## config.mk

```make
export PLATFORM = sky130hd
export DESIGN_NAME = mkv_ctrl
export DESIGN_NICKNAME = d
export VERILOG_FILES = /design/src/hdl/mkv_pkg.sv /design/src/hdl/mkv_ctrl.sv
export SDC_FILE = /design/constraint.sdc
export NUM_CORES = 1
export LEC_CHECK = 0
export ABC_AREA = 1
export BUFFER_PORTS_ARGS = -buffer_cell sky130_fd_sc_hd__buf_2
export CAP_MARGIN = 20
export CELL_PAD_IN_SITES_DETAIL_PLACEMENT = 0
export CELL_PAD_IN_SITES_GLOBAL_PLACEMENT = 2
export CORE_MARGIN = 2
export CORE_UTILIZATION = 20
export CTS_BUF_LIST = sky130_fd_sc_hd__clkbuf_16
export DETAILED_ROUTE_END_ITERATION = 8
export PLACE_DENSITY = 0.77
export SKIP_CTS_REPAIR_TIMING = 1
export SLEW_MARGIN = 30
export SYNTH_ARGS = -nofsm -noshare
export SYNTH_HDL_FRONTEND = slang
export SYNTH_SLANG_ARGS = --single-unit
```

## constraint.sdc

```tcl
create_clock -name clk -period 1.3 [get_ports clk]
set_input_delay 0.195 -clock clk [delete_from_list [all_inputs] [get_ports clk]]
set_output_delay 0.195 -clock clk [all_outputs]
set_load 0.1 [all_outputs]
```

## src/hdl/mkv_pkg.sv

```systemverilog
package mkv_pkg;

  // default sizes
  localparam int MAX_ORDER_DEF     = 7;
  localparam int TABLE_ENTRIES_DEF = 1024;
  localparam int ALPHABET_MAX_DEF  = 64;
  localparam int COUNT_BITS_DEF    = 20;

  // fixed field widths
  localparam int KIND_W  = 3;
  localparam int SYM_W   = 8;
  localparam int CTX_W   = 56;
  localparam int RND_W   = 32;
  localparam int OUT_W   = 20;
  localparam int STAT_W  = 2;
  localparam int ORDER_W = 3;
  localparam int KEY_W   = 64;
  localparam int LEN_W   = 4;

  localparam logic [OUT_W-1:0] OUT_MAX = '1;

  // result status codes
  localparam logic [STAT_W-1:0] ST_OK       = 2'd0;
  localparam logic [STAT_W-1:0] ST_FULL     = 2'd1;
  localparam logic [STAT_W-1:0] ST_NOTFOUND = 2'd2;

  typedef enum logic [KIND_W-1:0] {
    K_TRAIN     = 3'd0,
    K_END       = 3'd1,
    K_COUNT     = 3'd2,
    K_COUNT_SYM = 3'd3,
    K_SAMPLE    = 3'd4
  } kind_t;

  typedef enum logic [2:0] {
    KEY_TRAIN_A,
    KEY_TRAIN_B,
    KEY_FIN_A,
    KEY_FIN_B,
    KEY_CTX,
    KEY_CTX_SYM,
    KEY_ALPHA
  } key_sel_t;

  typedef enum logic [2:0] {
    R_TRAIN_A,
    R_TRAIN_B,
    R_FIN_A,
    R_FIN_B,
    R_COUNT,
    R_CTX,
    R_SUM,
    R_PICK
  } ret_t;

  typedef enum logic [4:0] {
    S_IDLE,
    S_DISPATCH,
    S_A_ADDR,
    S_A_CMP,
    S_A_DONE,
    S_TA_START,
    S_TB_START,
    S_FA_START,
    S_FB_START,
    S_FIN_NEXT,
    S_CNT_START,
    S_CNT_RES,
    S_SC_START,
    S_SC_CHK,
    S_SUM_ADDR,
    S_SUM_KEY,
    S_SUM_ADD,
    S_SUM_END,
    S_DIV,
    S_PICK_ADDR,
    S_PICK_KEY,
    S_PICK_CHK,
    S_SRCH_ADDR,
    S_SRCH_CMP,
    S_SRCH_DONE,
    S_BUMP,
    S_DONE
  } state_t;

  // controller to datapath
  typedef struct packed {
    logic     in_rdy;
    logic     ai_clr;
    logic     alpha_rd;
    logic     alpha_cmp;
    logic     train_upd;
    logic     close;
    logic     fin_init;
    logic     fin_next;
    logic     count_text;
    logic     count_found;
    logic     st_nf;
    logic     sum_clr;
    logic     sum_add;
    logic     div_start;
    logic     div_step;
    logic     pick_chk;
    logic     srch_start;
    logic     srch_read;
    logic     srch_cmp;
    logic     bump_wr;
    logic     res_load;
    key_sel_t key_sel;
  } cmd_t;

  // datapath to controller
  typedef struct packed {
    logic  in_fire;
    kind_t kind;
    logic  closed;
    logic  k_zero;
    logic  trn_grams;
    logic  fin_skip;
    logic  fin_last;
    logic  alpha_end;
    logic  srch_end;
    logic  srch_hit;
    logic  found;
    logic  total_zero;
    logic  div_last;
    logic  pick_hit;
    logic  out_free;
  } sts_t;

  // low len bytes set, all ones from eight bytes up
  function automatic logic [KEY_W-1:0] byte_mask(input logic [LEN_W-1:0] len);
    logic [KEY_W-1:0] m;
    m = '0;
    for (int i = 0; i < KEY_W / 8; i++) begin
      if (LEN_W'(i) < len) begin
        m[8*i +: 8] = 8'hff;
      end
    end
    return m;
  endfunction

endpackage

```

## src/hdl/mkv_ctrl.sv

```systemverilog
module mkv_ctrl (
  input  logic          clk,
  input  logic          rst,
  input  mkv_pkg::sts_t sts,
  output mkv_pkg::cmd_t cmd
);

  mkv_pkg::state_t state, state_next;
  mkv_pkg::ret_t   ret, ret_next;

  // state and return registers
  always_ff @(posedge clk) begin
    if (rst) begin
      state <= mkv_pkg::S_IDLE;
      ret   <= mkv_pkg::R_COUNT;
    end else begin
      state <= state_next;
      ret   <= ret_next;
    end
  end

  // next state
  always_comb begin
    state_next = state;
    ret_next   = ret;
    unique case (state)
      mkv_pkg::S_IDLE: begin
        if (sts.in_fire) state_next = mkv_pkg::S_DISPATCH;
      end
      mkv_pkg::S_DISPATCH: begin
        case (sts.kind)
          mkv_pkg::K_TRAIN:
            state_next = sts.closed ? mkv_pkg::S_DONE : mkv_pkg::S_A_ADDR;
          mkv_pkg::K_END:
            state_next = (sts.closed || sts.fin_skip) ? mkv_pkg::S_DONE : mkv_pkg::S_FA_START;
          mkv_pkg::K_COUNT:
            state_next = sts.k_zero ? mkv_pkg::S_DONE : mkv_pkg::S_CNT_START;
          mkv_pkg::K_COUNT_SYM:
            state_next = mkv_pkg::S_CNT_START;
          mkv_pkg::K_SAMPLE:
            state_next = sts.k_zero ? mkv_pkg::S_SUM_ADDR : mkv_pkg::S_SC_START;
          default:
            state_next = mkv_pkg::S_DONE;
        endcase
      end
      mkv_pkg::S_A_ADDR: begin
        state_next = sts.alpha_end ? mkv_pkg::S_A_DONE : mkv_pkg::S_A_CMP;
      end
      mkv_pkg::S_A_CMP:  state_next = mkv_pkg::S_A_ADDR;
      mkv_pkg::S_A_DONE: begin
        state_next = sts.trn_grams ? mkv_pkg::S_TA_START : mkv_pkg::S_DONE;
      end
      mkv_pkg::S_TA_START: begin
        ret_next   = mkv_pkg::R_TRAIN_A;
        state_next = mkv_pkg::S_SRCH_ADDR;
      end
      mkv_pkg::S_TB_START: begin
        ret_next   = mkv_pkg::R_TRAIN_B;
        state_next = mkv_pkg::S_SRCH_ADDR;
      end
      mkv_pkg::S_FA_START: begin
        ret_next   = mkv_pkg::R_FIN_A;
        state_next = mkv_pkg::S_SRCH_ADDR;
      end
      mkv_pkg::S_FB_START: begin
        ret_next   = mkv_pkg::R_FIN_B;
        state_next = mkv_pkg::S_SRCH_ADDR;
      end
      mkv_pkg::S_FIN_NEXT: begin
        state_next = sts.fin_last ? mkv_pkg::S_DONE : mkv_pkg::S_FA_START;
      end
      mkv_pkg::S_CNT_START: begin
        ret_next   = mkv_pkg::R_COUNT;
        state_next = mkv_pkg::S_SRCH_ADDR;
      end
      mkv_pkg::S_CNT_RES: state_next = mkv_pkg::S_DONE;
      mkv_pkg::S_SC_START: begin
        ret_next   = mkv_pkg::R_CTX;
        state_next = mkv_pkg::S_SRCH_ADDR;
      end
      mkv_pkg::S_SC_CHK: begin
        state_next = sts.found ? mkv_pkg::S_SUM_ADDR : mkv_pkg::S_DONE;
      end
      mkv_pkg::S_SUM_ADDR: begin
        state_next = sts.alpha_end ? mkv_pkg::S_SUM_END : mkv_pkg::S_SUM_KEY;
      end
      mkv_pkg::S_SUM_KEY: begin
        ret_next   = mkv_pkg::R_SUM;
        state_next = mkv_pkg::S_SRCH_ADDR;
      end
      mkv_pkg::S_SUM_ADD: state_next = mkv_pkg::S_SUM_ADDR;
      mkv_pkg::S_SUM_END: begin
        state_next = sts.total_zero ? mkv_pkg::S_DONE : mkv_pkg::S_DIV;
      end
      mkv_pkg::S_DIV: begin
        if (sts.div_last) state_next = mkv_pkg::S_PICK_ADDR;
      end
      mkv_pkg::S_PICK_ADDR: begin
        state_next = sts.alpha_end ? mkv_pkg::S_DONE : mkv_pkg::S_PICK_KEY;
      end
      mkv_pkg::S_PICK_KEY: begin
        ret_next   = mkv_pkg::R_PICK;
        state_next = mkv_pkg::S_SRCH_ADDR;
      end
      mkv_pkg::S_PICK_CHK: begin
        state_next = sts.pick_hit ? mkv_pkg::S_DONE : mkv_pkg::S_PICK_ADDR;
      end
      mkv_pkg::S_SRCH_ADDR: begin
        state_next = sts.srch_end ? mkv_pkg::S_SRCH_DONE : mkv_pkg::S_SRCH_CMP;
      end
      mkv_pkg::S_SRCH_CMP: begin
        state_next = sts.srch_hit ? mkv_pkg::S_SRCH_DONE : mkv_pkg::S_SRCH_ADDR;
      end
      mkv_pkg::S_SRCH_DONE: begin
        unique case (ret)
          mkv_pkg::R_COUNT: state_next = mkv_pkg::S_CNT_RES;
          mkv_pkg::R_CTX:   state_next = mkv_pkg::S_SC_CHK;
          mkv_pkg::R_SUM:   state_next = mkv_pkg::S_SUM_ADD;
          mkv_pkg::R_PICK:  state_next = mkv_pkg::S_PICK_CHK;
          default:          state_next = mkv_pkg::S_BUMP;
        endcase
      end
      mkv_pkg::S_BUMP: begin
        unique case (ret)
          mkv_pkg::R_TRAIN_A:
            state_next = sts.k_zero ? mkv_pkg::S_DONE : mkv_pkg::S_TB_START;
          mkv_pkg::R_FIN_A: state_next = mkv_pkg::S_FB_START;
          mkv_pkg::R_FIN_B: state_next = mkv_pkg::S_FIN_NEXT;
          default:          state_next = mkv_pkg::S_DONE;
        endcase
      end
      mkv_pkg::S_DONE: begin
        if (sts.out_free) state_next = mkv_pkg::S_IDLE;
      end
      default: state_next = mkv_pkg::S_IDLE;
    endcase
  end

  // commands
  always_comb begin
    cmd = '0;
    cmd.key_sel = mkv_pkg::KEY_CTX;
    unique case (state)
      mkv_pkg::S_IDLE: cmd.in_rdy = 1'b1;
      mkv_pkg::S_DISPATCH: begin
        case (sts.kind)
          mkv_pkg::K_TRAIN: cmd.ai_clr = 1'b1;
          mkv_pkg::K_END: begin
            cmd.close    = ~sts.closed;
            cmd.fin_init = 1'b1;
          end
          mkv_pkg::K_COUNT: cmd.count_text = sts.k_zero;
          mkv_pkg::K_SAMPLE: begin
            cmd.sum_clr = 1'b1;
            cmd.ai_clr  = 1'b1;
          end
          default: ;
        endcase
      end
      mkv_pkg::S_A_ADDR:   cmd.alpha_rd  = ~sts.alpha_end;
      mkv_pkg::S_A_CMP:    cmd.alpha_cmp = 1'b1;
      mkv_pkg::S_A_DONE:   cmd.train_upd = 1'b1;
      mkv_pkg::S_TA_START: begin
        cmd.srch_start = 1'b1;
        cmd.key_sel    = mkv_pkg::KEY_TRAIN_A;
      end
      mkv_pkg::S_TB_START: begin
        cmd.srch_start = 1'b1;
        cmd.key_sel    = mkv_pkg::KEY_TRAIN_B;
      end
      mkv_pkg::S_FA_START: begin
        cmd.srch_start = 1'b1;
        cmd.key_sel    = mkv_pkg::KEY_FIN_A;
      end
      mkv_pkg::S_FB_START: begin
        cmd.srch_start = 1'b1;
        cmd.key_sel    = mkv_pkg::KEY_FIN_B;
      end
      mkv_pkg::S_FIN_NEXT: cmd.fin_next = 1'b1;
      mkv_pkg::S_CNT_START: begin
        cmd.srch_start = 1'b1;
        cmd.key_sel    = (sts.kind == mkv_pkg::K_COUNT) ? mkv_pkg::KEY_CTX
                                                        : mkv_pkg::KEY_CTX_SYM;
      end
      mkv_pkg::S_CNT_RES: cmd.count_found = 1'b1;
      mkv_pkg::S_SC_START: begin
        cmd.srch_start = 1'b1;
        cmd.key_sel    = mkv_pkg::KEY_CTX;
      end
      mkv_pkg::S_SC_CHK: cmd.st_nf = ~sts.found;
      mkv_pkg::S_SUM_ADDR: cmd.alpha_rd = ~sts.alpha_end;
      mkv_pkg::S_SUM_KEY, mkv_pkg::S_PICK_KEY: begin
        cmd.srch_start = 1'b1;
        cmd.key_sel    = mkv_pkg::KEY_ALPHA;
      end
      mkv_pkg::S_SUM_ADD: cmd.sum_add = 1'b1;
      mkv_pkg::S_SUM_END: begin
        cmd.st_nf     = sts.total_zero;
        cmd.div_start = 1'b1;
        cmd.ai_clr    = 1'b1;
      end
      mkv_pkg::S_DIV: cmd.div_step = 1'b1;
      mkv_pkg::S_PICK_ADDR: begin
        cmd.alpha_rd = ~sts.alpha_end;
        cmd.st_nf    = sts.alpha_end;
      end
      mkv_pkg::S_PICK_CHK:  cmd.pick_chk  = 1'b1;
      mkv_pkg::S_SRCH_ADDR: cmd.srch_read = ~sts.srch_end;
      mkv_pkg::S_SRCH_CMP:  cmd.srch_cmp  = 1'b1;
      mkv_pkg::S_BUMP:      cmd.bump_wr   = 1'b1;
      mkv_pkg::S_DONE:      cmd.res_load  = sts.out_free;
      default: ;
    endcase
  end

  // the divider runs its full bit count
  a_div_hold: assert property (@(posedge clk) disable iff (rst)
    (state == mkv_pkg::S_DIV && !sts.div_last) |=> state == mkv_pkg::S_DIV)
    else $error("divider left early");

endmodule

```

==> impl_metrics.csv, run 1 <==
group,metric,value,unit
cts,htree_levels,1,
critical_path,r2r_start,"state[1]",
pwr,switching_share,51.5,%
grt,grt_use_total,16.6,%
pwr,powerDensity,1990,nW/µm²
final_layout,final_area,3170,µm²
routing,wire_per_inst,12.6,µm
yosys,synth_top_area_share,21.2,%
critical_path,r2r_slack,-0.32,ns
yosys,synth_area_leaders,"nand2_1 21%, nor2_1 14%, dfxtp_1 14%",
pwr,intPower,3.06,mW
floorplan,initial_core_util,20.6,%
cts,path_clk_slew,0.04,ns
critical_path,crit_type,"flop to output pin",
placement,gp_congestion,0.950,
pwr,power_frac_seq,8.3,%
yosys,synth-async-reset-ratio,0,%
sta,setup_tns,-10.24,ns
yosys,yosysTopAreaCell,"nand2_1",
min_path,hold_path.startpoint,"rst",
yosys,ys_ff_latch,8,
yosys,synth_edf_count,0,
yosys,syn_area,1130,µm²
placement,dp_worst_setup_slack,-0.384,ns
routing,dr.pass1.iters,4,
final_layout,area_growth,180,%
critical_path,path_max_fanout,5,
floorplan,rows,27,
critical_path,worst_ep_arrival_time,1.51,ns
min_path,worst_hold_path.num_cells,2,
placement,hpwl,4270,µm
grt,grt_pass1_vias,1794,
routing,wl,5440,µm
routing,vias_per_cell,4.50,
grt,grt_pass1_wl,8180,µm
cts,cts-root-buf,"clkbuf_16",
final_layout,final_cells,432,
critical_path,rr_endpoint,"state[0]",
outcome,outcome,"finished, violations left",
cts,clock_sinks,8,
yosys,yosysUniqueCellTypes,26,
final_layout,n_antenna_cell,0,
floorplan,core-area,5510,µm²
placement,portBuffers,42,
critical_path,worstPathRequired,1.11,ns
pwr,clkPwrFrac,8.4,%
yosys,yosysSeqAreaShare,14.1,%
yosys,yosys-top-cells-count,"64 x nand2_1, 43 x nor2_1, 39 x inv_1",
grt,antenna_found_initial,0,
critical_path,cp_num_buf_inv,4,
critical_path,worst_setup_path_start_kind,"flop",
routing,ant_nets,0,
yosys,synth_warnings,0,
yosys,synth.most_common_cell,"nand2_1",
cts,cts_tree,"done",
grt,grt_overflow,0,
routing,drc_errors,0,
sta,hold_violations,0,
sta,finalCritPeriodShare,131,%
sta,setup_viol,32,
cts,cts_buffers,3,
final_layout,n_fill_cell,491,
cts,insertion_delay,0.24,ns
critical_path,cp_slowest_stage_delay,0.39,ns
sta,relSlewSlack,75.8,%
placement,place_area,2530,µm²
outcome,violations,"negative setup slack",
grt,grt_start_max_net_pins,10,
floorplan,io_pins,43,
yosys,synthesis.nets,246,
yosys,synthCells,227,
pwr,vdd_drop_max,1460,µV
cts,clockBufferDepth,2,
flow_run,cap_violations,0,
critical_path,path_cells,"inv_1 > nor2_4 > nand3_2 > nand2_2 > buf_4 > inv_2 > nand2_8 > buf_12",
min_path,hp-class,"primary input to flop",
routing,vias,1946,
min_path,min_to,"state[1]",
floorplan,fp.dieW,79.3,µm
pwr,pwr-share-comb,83.3,%
critical_path,cp_slowest_cell,"dfxtp_4",
pwr,p_leak,1.50,nW
critical_path,reg2reg_depth,11,
floorplan,die_area,6290,µm²
yosys,synth_flop_cell,"dfxtp_1",
final_layout,drive_gt1_share,66.9,%
sta,finalWorstSetupSlack,-0.409,ns
sta,max_freq,0.585,GHz
sta,finalCriticalPeriod,1.71,ns
sta,slew_violations,0,
final_layout,fin_nets,381,
sta,rsz0062_at_grt,"yes",
yosys,syn_area_per_cell,4.99,µm²
critical_path,crit_path_end_kind,"output pin",
floorplan,die_h,79.3,µm
pwr,power.switching,3.25,mW
sta,skew,0.00368,ns
critical_path,crit_family,"simple AND/OR/NAND/NOR gates",
sta,worst_slew_pin_slew,0.360,ns
routing,drtIter0Drc,56,
placement,place_inst,407,
## power by group through the flow
stage / clock network (mW) / registers, mW / logic (mW)
floorplan: 0 / 0.460 / 2.45
global placement: 0 / 0.472 / 4.14
detailed placement: 0 / 0.477 / 4.14
CTS: 0.536 / 0.473 / 4.16
global route: 0.545 / 0.540 / 5.57
finish: 0.528 / 0.523 / 5.26
## sequential cells by signal (all words and copies together), names as in the netlist
signal and cells:
ret 3, state 5
## worst max path at each step
stage | from | to | slack [ns] | cells past startpoint
floorplan | state[0] | state[1] | -0.62 | 11
global placement | state[1] | state[0] | -0.42 | 12
detailed placement | state[1] | state[0] | -0.38 | 12
CTS | state[0] | cmd[1] | -0.54 | 6
global route | state[2] | cmd[13] | -0.47 | 9
finish | state[2] | cmd[1] | -0.41 | 8
## kinds of logic (layout without fill, tap and decap cells)
group	count (synthesis)	count (layout)	share of synthesized area [%]
DFF	8	8	14.1
buffers and inverters	43	176	14.7
AOI/OAI and AO/OA	21	21	10.9
and+or+nand+nor	155	155	60.3
## metal layers
metal  vias to the layer above  wire (µm)  global-route usage [%]
met2                        44       2860                    28.4
met1                       907       2320                    21.8
met3                         6        195                    1.93
met4                         0         61                    4.66
li1                        989          -                       -
met5                         -          0                       0
## metrics by stage
step	power, mW	hold WS, ns	util, %
after CTS	5.17	0.196	47.3
after global placement	4.61	0.448	45.9
after global routing	6.65	0.224	57.6
final	6.32	0.219	57.6
after detailed placement	4.61	0.443	45.9
after floorplan	2.91	0.250	-
## layout make-up
| cell class | count | area, µm² | area share (%) |
|---|---|---|---|
| timing repair buffer | 132 | 1380 | 43.4 |
| sequential | 8 | 176 | 5.56 |
| multi-input combinational | 176 | 1260 | 39.9 |
| clock buffer | 3 | 75.1 | 2.37 |
| inverter | 41 | 190 | 5.99 |
| tap | 72 | 90.1 | 2.84 |
## placed cells by master (no fill, tap or decap), drive strengths merged, types with 4 or more instances in the layout
cell type    n
a21oi        7
buf        132
clkinvlp     7
dfxtp        8
inv         34
nand2       66
nand3       20
nand4        4
nor2        50
nor3        12
o21ai        8
Power figures use the tool's default switching activity.
==> run 2, diff against run 1 <==
--- a/config.mk
+++ b/config.mk
@@ -6,13 +6,14 @@
 export NUM_CORES = 1
 export LEC_CHECK = 0
 export ABC_AREA = 1
+export ABC_CLOCK_PERIOD_IN_PS = 1300
 export BUFFER_PORTS_ARGS = -buffer_cell sky130_fd_sc_hd__buf_2
 export CAP_MARGIN = 20
 export CELL_PAD_IN_SITES_DETAIL_PLACEMENT = 0
 export CELL_PAD_IN_SITES_GLOBAL_PLACEMENT = 2
 export CORE_MARGIN = 2
 export CORE_UTILIZATION = 20
-export CTS_BUF_LIST = sky130_fd_sc_hd__clkbuf_16
+export CTS_BUF_LIST = sky130_fd_sc_hd__clkbuf_4 sky130_fd_sc_hd__clkbuf_8 sky130_fd_sc_hd__clkbuf_16
 export DETAILED_ROUTE_END_ITERATION = 8
 export PLACE_DENSITY = 0.77
 export SKIP_CTS_REPAIR_TIMING = 1
==> run 2 against run 1 <==
Effect of this change:
- the flow still finishes with violations (negative setup slack)
- design area fell by 2.6%
- fmax down 1.2%
- worst setup slack lost 0.020 ns
- flip-flop and latch count did not move
- non-clock buffer count rose by 1
- wire length grew 2.3%
- largest power group unchanged
==> impl_metrics.csv, run 2 (same netlist as run 1, synthesis figures left out) <==
group,metric,value,unit
pwr,vdd_drop_max,1230,µV
placement,hpwl,4270,µm
sta,skew,0.00478,ns
routing,vias,1940,
outcome,outcome,"finished, violations left",
sta,finalWorstSetupSlack,-0.430,ns
critical_path,worst_setup_path_start_kind,"flop",
min_path,hp-class,"primary input to flop",
pwr,p_leak,1.47,nW
cts,path_clk_slew,0.04,ns
routing,wl,5570,µm
cts,clockBufferDepth,2,
min_path,worst_hold_path.num_cells,2,
final_layout,layout_commonest_cell,"buf_4",
grt,grt_use_total,16.6,%
placement,place_area,2530,µm²
routing,vias_per_cell,4.48,
final_layout,area_growth,173,%
floorplan,initial_core_util,20.6,%
sta,slew_violations,0,
critical_path,path_max_fanout,7,
critical_path,critPathLaunch,"state[0]",
routing,drtIter0Drc,76,
cts,insertion_delay,0.24,ns
grt,grt_pass1_wl,8200,µm
final_layout,n_antenna_cell,0,
critical_path,worstPathRequired,1.11,ns
sta,relSlewSlack,76.4,%
critical_path,path_cells,"nor2_2 > buf_6 > nand3_2 > nand2_2 > buf_4 > inv_2 > nand2_8 > buf_12",
critical_path,reg2reg_depth,12,
grt,grt_start_max_net_pins,10,
critical_path,r2r_slack,-0.30,ns
cts,cts-root-buf,"clkbuf_8",
flow_run,cap_violations,0,
routing,drc_errors,0,
cts,htree_levels,1,
sta,setup_viol,32,
final_layout,drive_gt1_share,67.0,%
grt,grt_pass1_vias,1800,
min_path,min_to,"state[1]",
final_layout,mostFrequentLayoutCells,"73 x buf_4, 42 x nand2_1, 25 x nor2_1, 25 x buf_12",
critical_path,r2r_start,"state[3]",
min_path,hold_path.startpoint,"rst",
grt,grt_overflow,0,
floorplan,io_pins,43,
routing,wire_per_inst,12.9,µm
grt,antenna_found_initial,0,
final_layout,top_regs,"state: 5 flops, ret: 3 flops",
final_layout,regMostFlops,"state",
floorplan,die_h,79.3,µm
final_layout,fin_nets,382,
critical_path,rr_endpoint,"state[1]",
sta,rsz0062_at_grt,"yes",
sta,worst_slew_pin_slew,0.351,ns
sta,max_freq,0.578,GHz
placement,portBuffers,42,
final_layout,final_area,3090,µm²
cts,cts_tree,"done",
critical_path,worst_ep_arrival_time,1.53,ns
placement,gp_congestion,0.950,
sta,hold_violations,0,
floorplan,die_area,6290,µm²
outcome,violations,"negative setup slack",
routing,ant_nets,0,
routing,dr.pass1.iters,4,
critical_path,cp_slowest_stage_delay,0.37,ns
cts,cts_buffers,3,
critical_path,crit_type,"flop to output pin",
cts,clock_sinks,8,
placement,place_inst,407,
final_layout,largest_reg_flops,5,
sta,finalCritPeriodShare,133,%
floorplan,rows,27,
sta,setup_tns,-10.93,ns
floorplan,core-area,5510,µm²
final_layout,final_cells,433,
pwr,powerDensity,1960,nW/µm²
sta,finalCriticalPeriod,1.73,ns
floorplan,fp.dieW,79.3,µm
critical_path,crit_path_end_kind,"output pin",
critical_path,cp_slowest_cell,"dfxtp_4",
==> run 2: through the flow <==
step / util (%) / power [mW] / setup WS, ns / hold WS [ns]
after floorplan: - / 2.91 / -0.619 / 0.250
after CTS: 46.6 / 4.95 / -0.540 / 0.197
after global routing: 56.1 / 6.39 / -0.469 / 0.217
after global placement: 45.9 / 4.61 / -0.420 / 0.448
after detailed placement: 45.9 / 4.61 / -0.384 / 0.443
final: 56.1 / 6.06 / -0.430 / 0.208
==> run 2: cell type report <==
| type | instances | area (µm²) |
|---|---|---|
| clock buffers | 3 | 41.3 |
| fillers | 508 | 2420 |
| inverters | 41 | 190 |
| multi-input cells | 176 | 1260 |
| flip-flops and latches | 8 | 179 |
| well taps | 72 | 90.1 |
| repair buffers | 133 | 1330 |
==> run 2: worst max-delay path, delay by kind of cell (launching register included) <==
family	cells	cell delay [ns]
and+or+nand+nor	4	0.42
DFF	1	0.37
buffers and inverters	4	0.49
==> run 2: routing by layer <==
metal	routed length, µm	track usage (%)	part of all wire (%)
met1	2310	21.9	41
met5	0	0	0
met3	261	1.93	4.7
met4	85	4.66	1.5
met2	2910	28.4	52
==> run 2: worst max path at each step <==
stage	cells after the start	slack, ns	end
after detailed placement	12	-0.38	state[0]
after floorplan	11	-0.62	state[1]
after global routing	8	-0.47	cmd[21]
after CTS	6	-0.54	cmd[1]
after global placement	12	-0.42	state[0]
final	8	-0.43	cmd[1]
==> run 2: power by group <==
group	switching [mW]	internal [mW]	total, mW
clock network	0.120	0.202	0.322
registers	0.148	0.380	0.528
logic	2.97	2.24	5.21
total	3.24	2.82	6.06
==> run 3, diff against run 2 <==
--- a/config.mk
+++ b/config.mk
@@ -7,7 +7,7 @@
 export LEC_CHECK = 0
 export ABC_AREA = 1
 export ABC_CLOCK_PERIOD_IN_PS = 1300
-export BUFFER_PORTS_ARGS = -buffer_cell sky130_fd_sc_hd__buf_2
+export BUFFER_PORTS_ARGS = -buffer_cell sky130_fd_sc_hd__buf_4
 export CAP_MARGIN = 20
 export CELL_PAD_IN_SITES_DETAIL_PLACEMENT = 0
 export CELL_PAD_IN_SITES_GLOBAL_PLACEMENT = 2
==> run 3 against run 2 <==
Effect of this change:
- total power is 1.0% lower
- sequential share of layout area decreased by 0.072 points
- via count shrank 2.5%
- flip-flop and latch count did not move
- combinational power is 2% lower
- count of clock-buffer cells in the layout unchanged
- final cell count down 1.8%
- clock skew is 0.0043 ns lower
- clock power decreased by 2%
- non-clock buffer count is 8 lower
- worst hold slack worse by 0.023 ns
- fmax increased by 0.55%
- the run still ends with negative setup slack left
==> impl_metrics.csv, run 3 (same netlist as run 1, synthesis figures left out) <==
group,metric,value,unit
final_layout,layout_commonest_cell,"buf_4",
final_layout,multi_input_area,1270,µm²
final_layout,top_regs,"state: 5 flops, ret: 3 flops",
routing,vias,1892,
routing,wire_per_inst,13.1,µm
pwr,p_leak,1.45,nW
sta,slew_violations,0,
final_layout,fin_nets,374,
grt,grt_pass1_vias,1729,
critical_path,path_max_fanout,6,
critical_path,worst_ep_arrival_time,1.52,ns
sta,rsz0062_at_grt,"yes",
sta,setup_tns,-9.55,ns
critical_path,r2r_slack,-0.30,ns
final_layout,seq_area,179,µm²
critical_path,worst_setup_path_start_kind,"flop",
sta,finalWorstSetupSlack,-0.420,ns
pwr,powerDensity,1920,nW/µm²
routing,drc_errors,0,
floorplan,initial_core_util,20.6,%
sta,max_freq,0.581,GHz
final_layout,fin_util,56.8,%
sta,skew,0.000474,ns
routing,vias_per_cell,4.45,
min_path,worst_hold_path.num_cells,2,
grt,grt_start_max_net_pins,9,
critical_path,rr_endpoint,"state[1]",
routing,ant_nets,0,
routing,drtIter0Drc,92,
cts,clock_sinks,8,
routing,dr.pass1.iters,4,
outcome,outcome,"finished, violations left",
floorplan,die_h,79.3,µm
critical_path,cp-endpoint,"cmd[18]",
critical_path,critPathLaunch,"state[1]",
cts,cts_buffers,3,
grt,antenna_found_initial,0,
final_layout,n_antenna_cell,0,
critical_path,r2r_start,"state[1]",
sta,finalCriticalPeriod,1.72,ns
sta,worst_slew_pin_slew,0.340,ns
placement,hpwl,4490,µm
placement,gp_congestion,0.833,
critical_path,worstPathRequired,1.11,ns
cts,insertion_delay,0.23,ns
routing,wl,5560,µm
sta,relSlewSlack,77.1,%
floorplan,rows,27,
flow_run,cap_violations,0,
grt,grt_pass1_wl,8180,µm
critical_path,reg2reg_depth,13,
outcome,violations,"negative setup slack",
floorplan,fp.dieW,79.3,µm
floorplan,die_area,6290,µm²
pwr,vdd_drop_max,1300,µV
placement,portBuffers,42,
sta,setup_viol,31,
critical_path,crit_path_end_kind,"output pin",
cts,cts_tree,"done",
grt,grt_use_total,16.5,%
final_layout,mostFrequentLayoutCells,"77 x buf_4, 42 x nand2_1, 26 x buf_12",
grt,grt_overflow,0,
cts,cts-root-buf,"clkbuf_8",
final_layout,area_growth,176,%
min_path,hold_path.startpoint,"rst",
final_layout,largest_reg_flops,5,
cts,clockBufferDepth,2,
floorplan,io_pins,43,
final_layout,drive_gt1_share,67.1,%
critical_path,crit_type,"flop to output pin",
min_path,hp-class,"primary input to flop",
floorplan,core-area,5510,µm²
sta,finalCritPeriodShare,132,%
final_layout,regMostFlops,"state",
cts,htree_levels,1,
sta,hold_violations,0,
placement,place_inst,409,
cts,path_clk_slew,0.04,ns
final_layout,final_cells,425,
final_layout,n_fill_cell,509,
-- run 3: cell types whose count changed in the layout (fill, tap and decap cells not counted), sizes merged --
cell	before	now
buf	133	125
-- run 3: worst max-delay path, stage by stage (launching register included) --
cell and delay (ns):
dfxtp_4 0.37, inv_4 0.08, nand2_4 0.07, nor2_4 0.19, nand2_4 0.09, buf_12 0.15
nor3_4 0.15, buf_12 0.20
-- run 3: metrics by stage --
stage / total power [mW] / hold slack (ns) / instance area (µm²) / setup WS [ns]
after floorplan: 2.91 / 0.250 / 1360 / -0.619
after global placement: 4.28 / 0.418 / 2300 / -0.421
after detailed placement: 4.28 / 0.426 / 2300 / -0.403
after CTS: 4.61 / 0.182 / 2340 / -0.636
after global routing: 6.32 / 0.197 / 3130 / -0.473
final: 6.00 / 0.185 / 3130 / -0.420
-- run 3: worst min-delay path by stage --
stage / endpoint / slack (ns)
after floorplan: state[1] / 0.25
after global placement: state[1] / 0.42
after detailed placement: state[1] / 0.43
after CTS: state[1] / 0.18
after global routing: state[1] / 0.20
final: state[1] / 0.19
-- run 3: layout make-up --
| class | instances | area share, % |
|---|---|---|
| clock buffers | 3 | 1.32 |
| inverters | 41 | 6.48 |
| multi-input cells | 176 | 40.6 |
| flip-flops and latches | 8 | 5.72 |
| well taps | 72 | 2.88 |
| repair buffers | 125 | 43.0 |
-- run 3: routing by layer --
metal / vias up / global-route usage [%] / share of wire, %
met1: 862 / 22.5 / 43
met4: 0 / 2.24 / 0.79
met5: - / 0 / 0
met3: 6 / 1.36 / 5.4
li1: 973 / - / -
met2: 51 / 28.9 / 51
-- run 3: power by group --
part / switching (mW) / total, mW / internal [mW] / leakage [nW]
Clock: 0.114 / 0.316 / 0.202 / 0.0216
Combinational: 3.00 / 5.13 / 2.13 / 1.35
Sequential: 0.167 / 0.547 / 0.380 / 0.0690
Total: 3.28 / 6.00 / 2.71 / 1.45
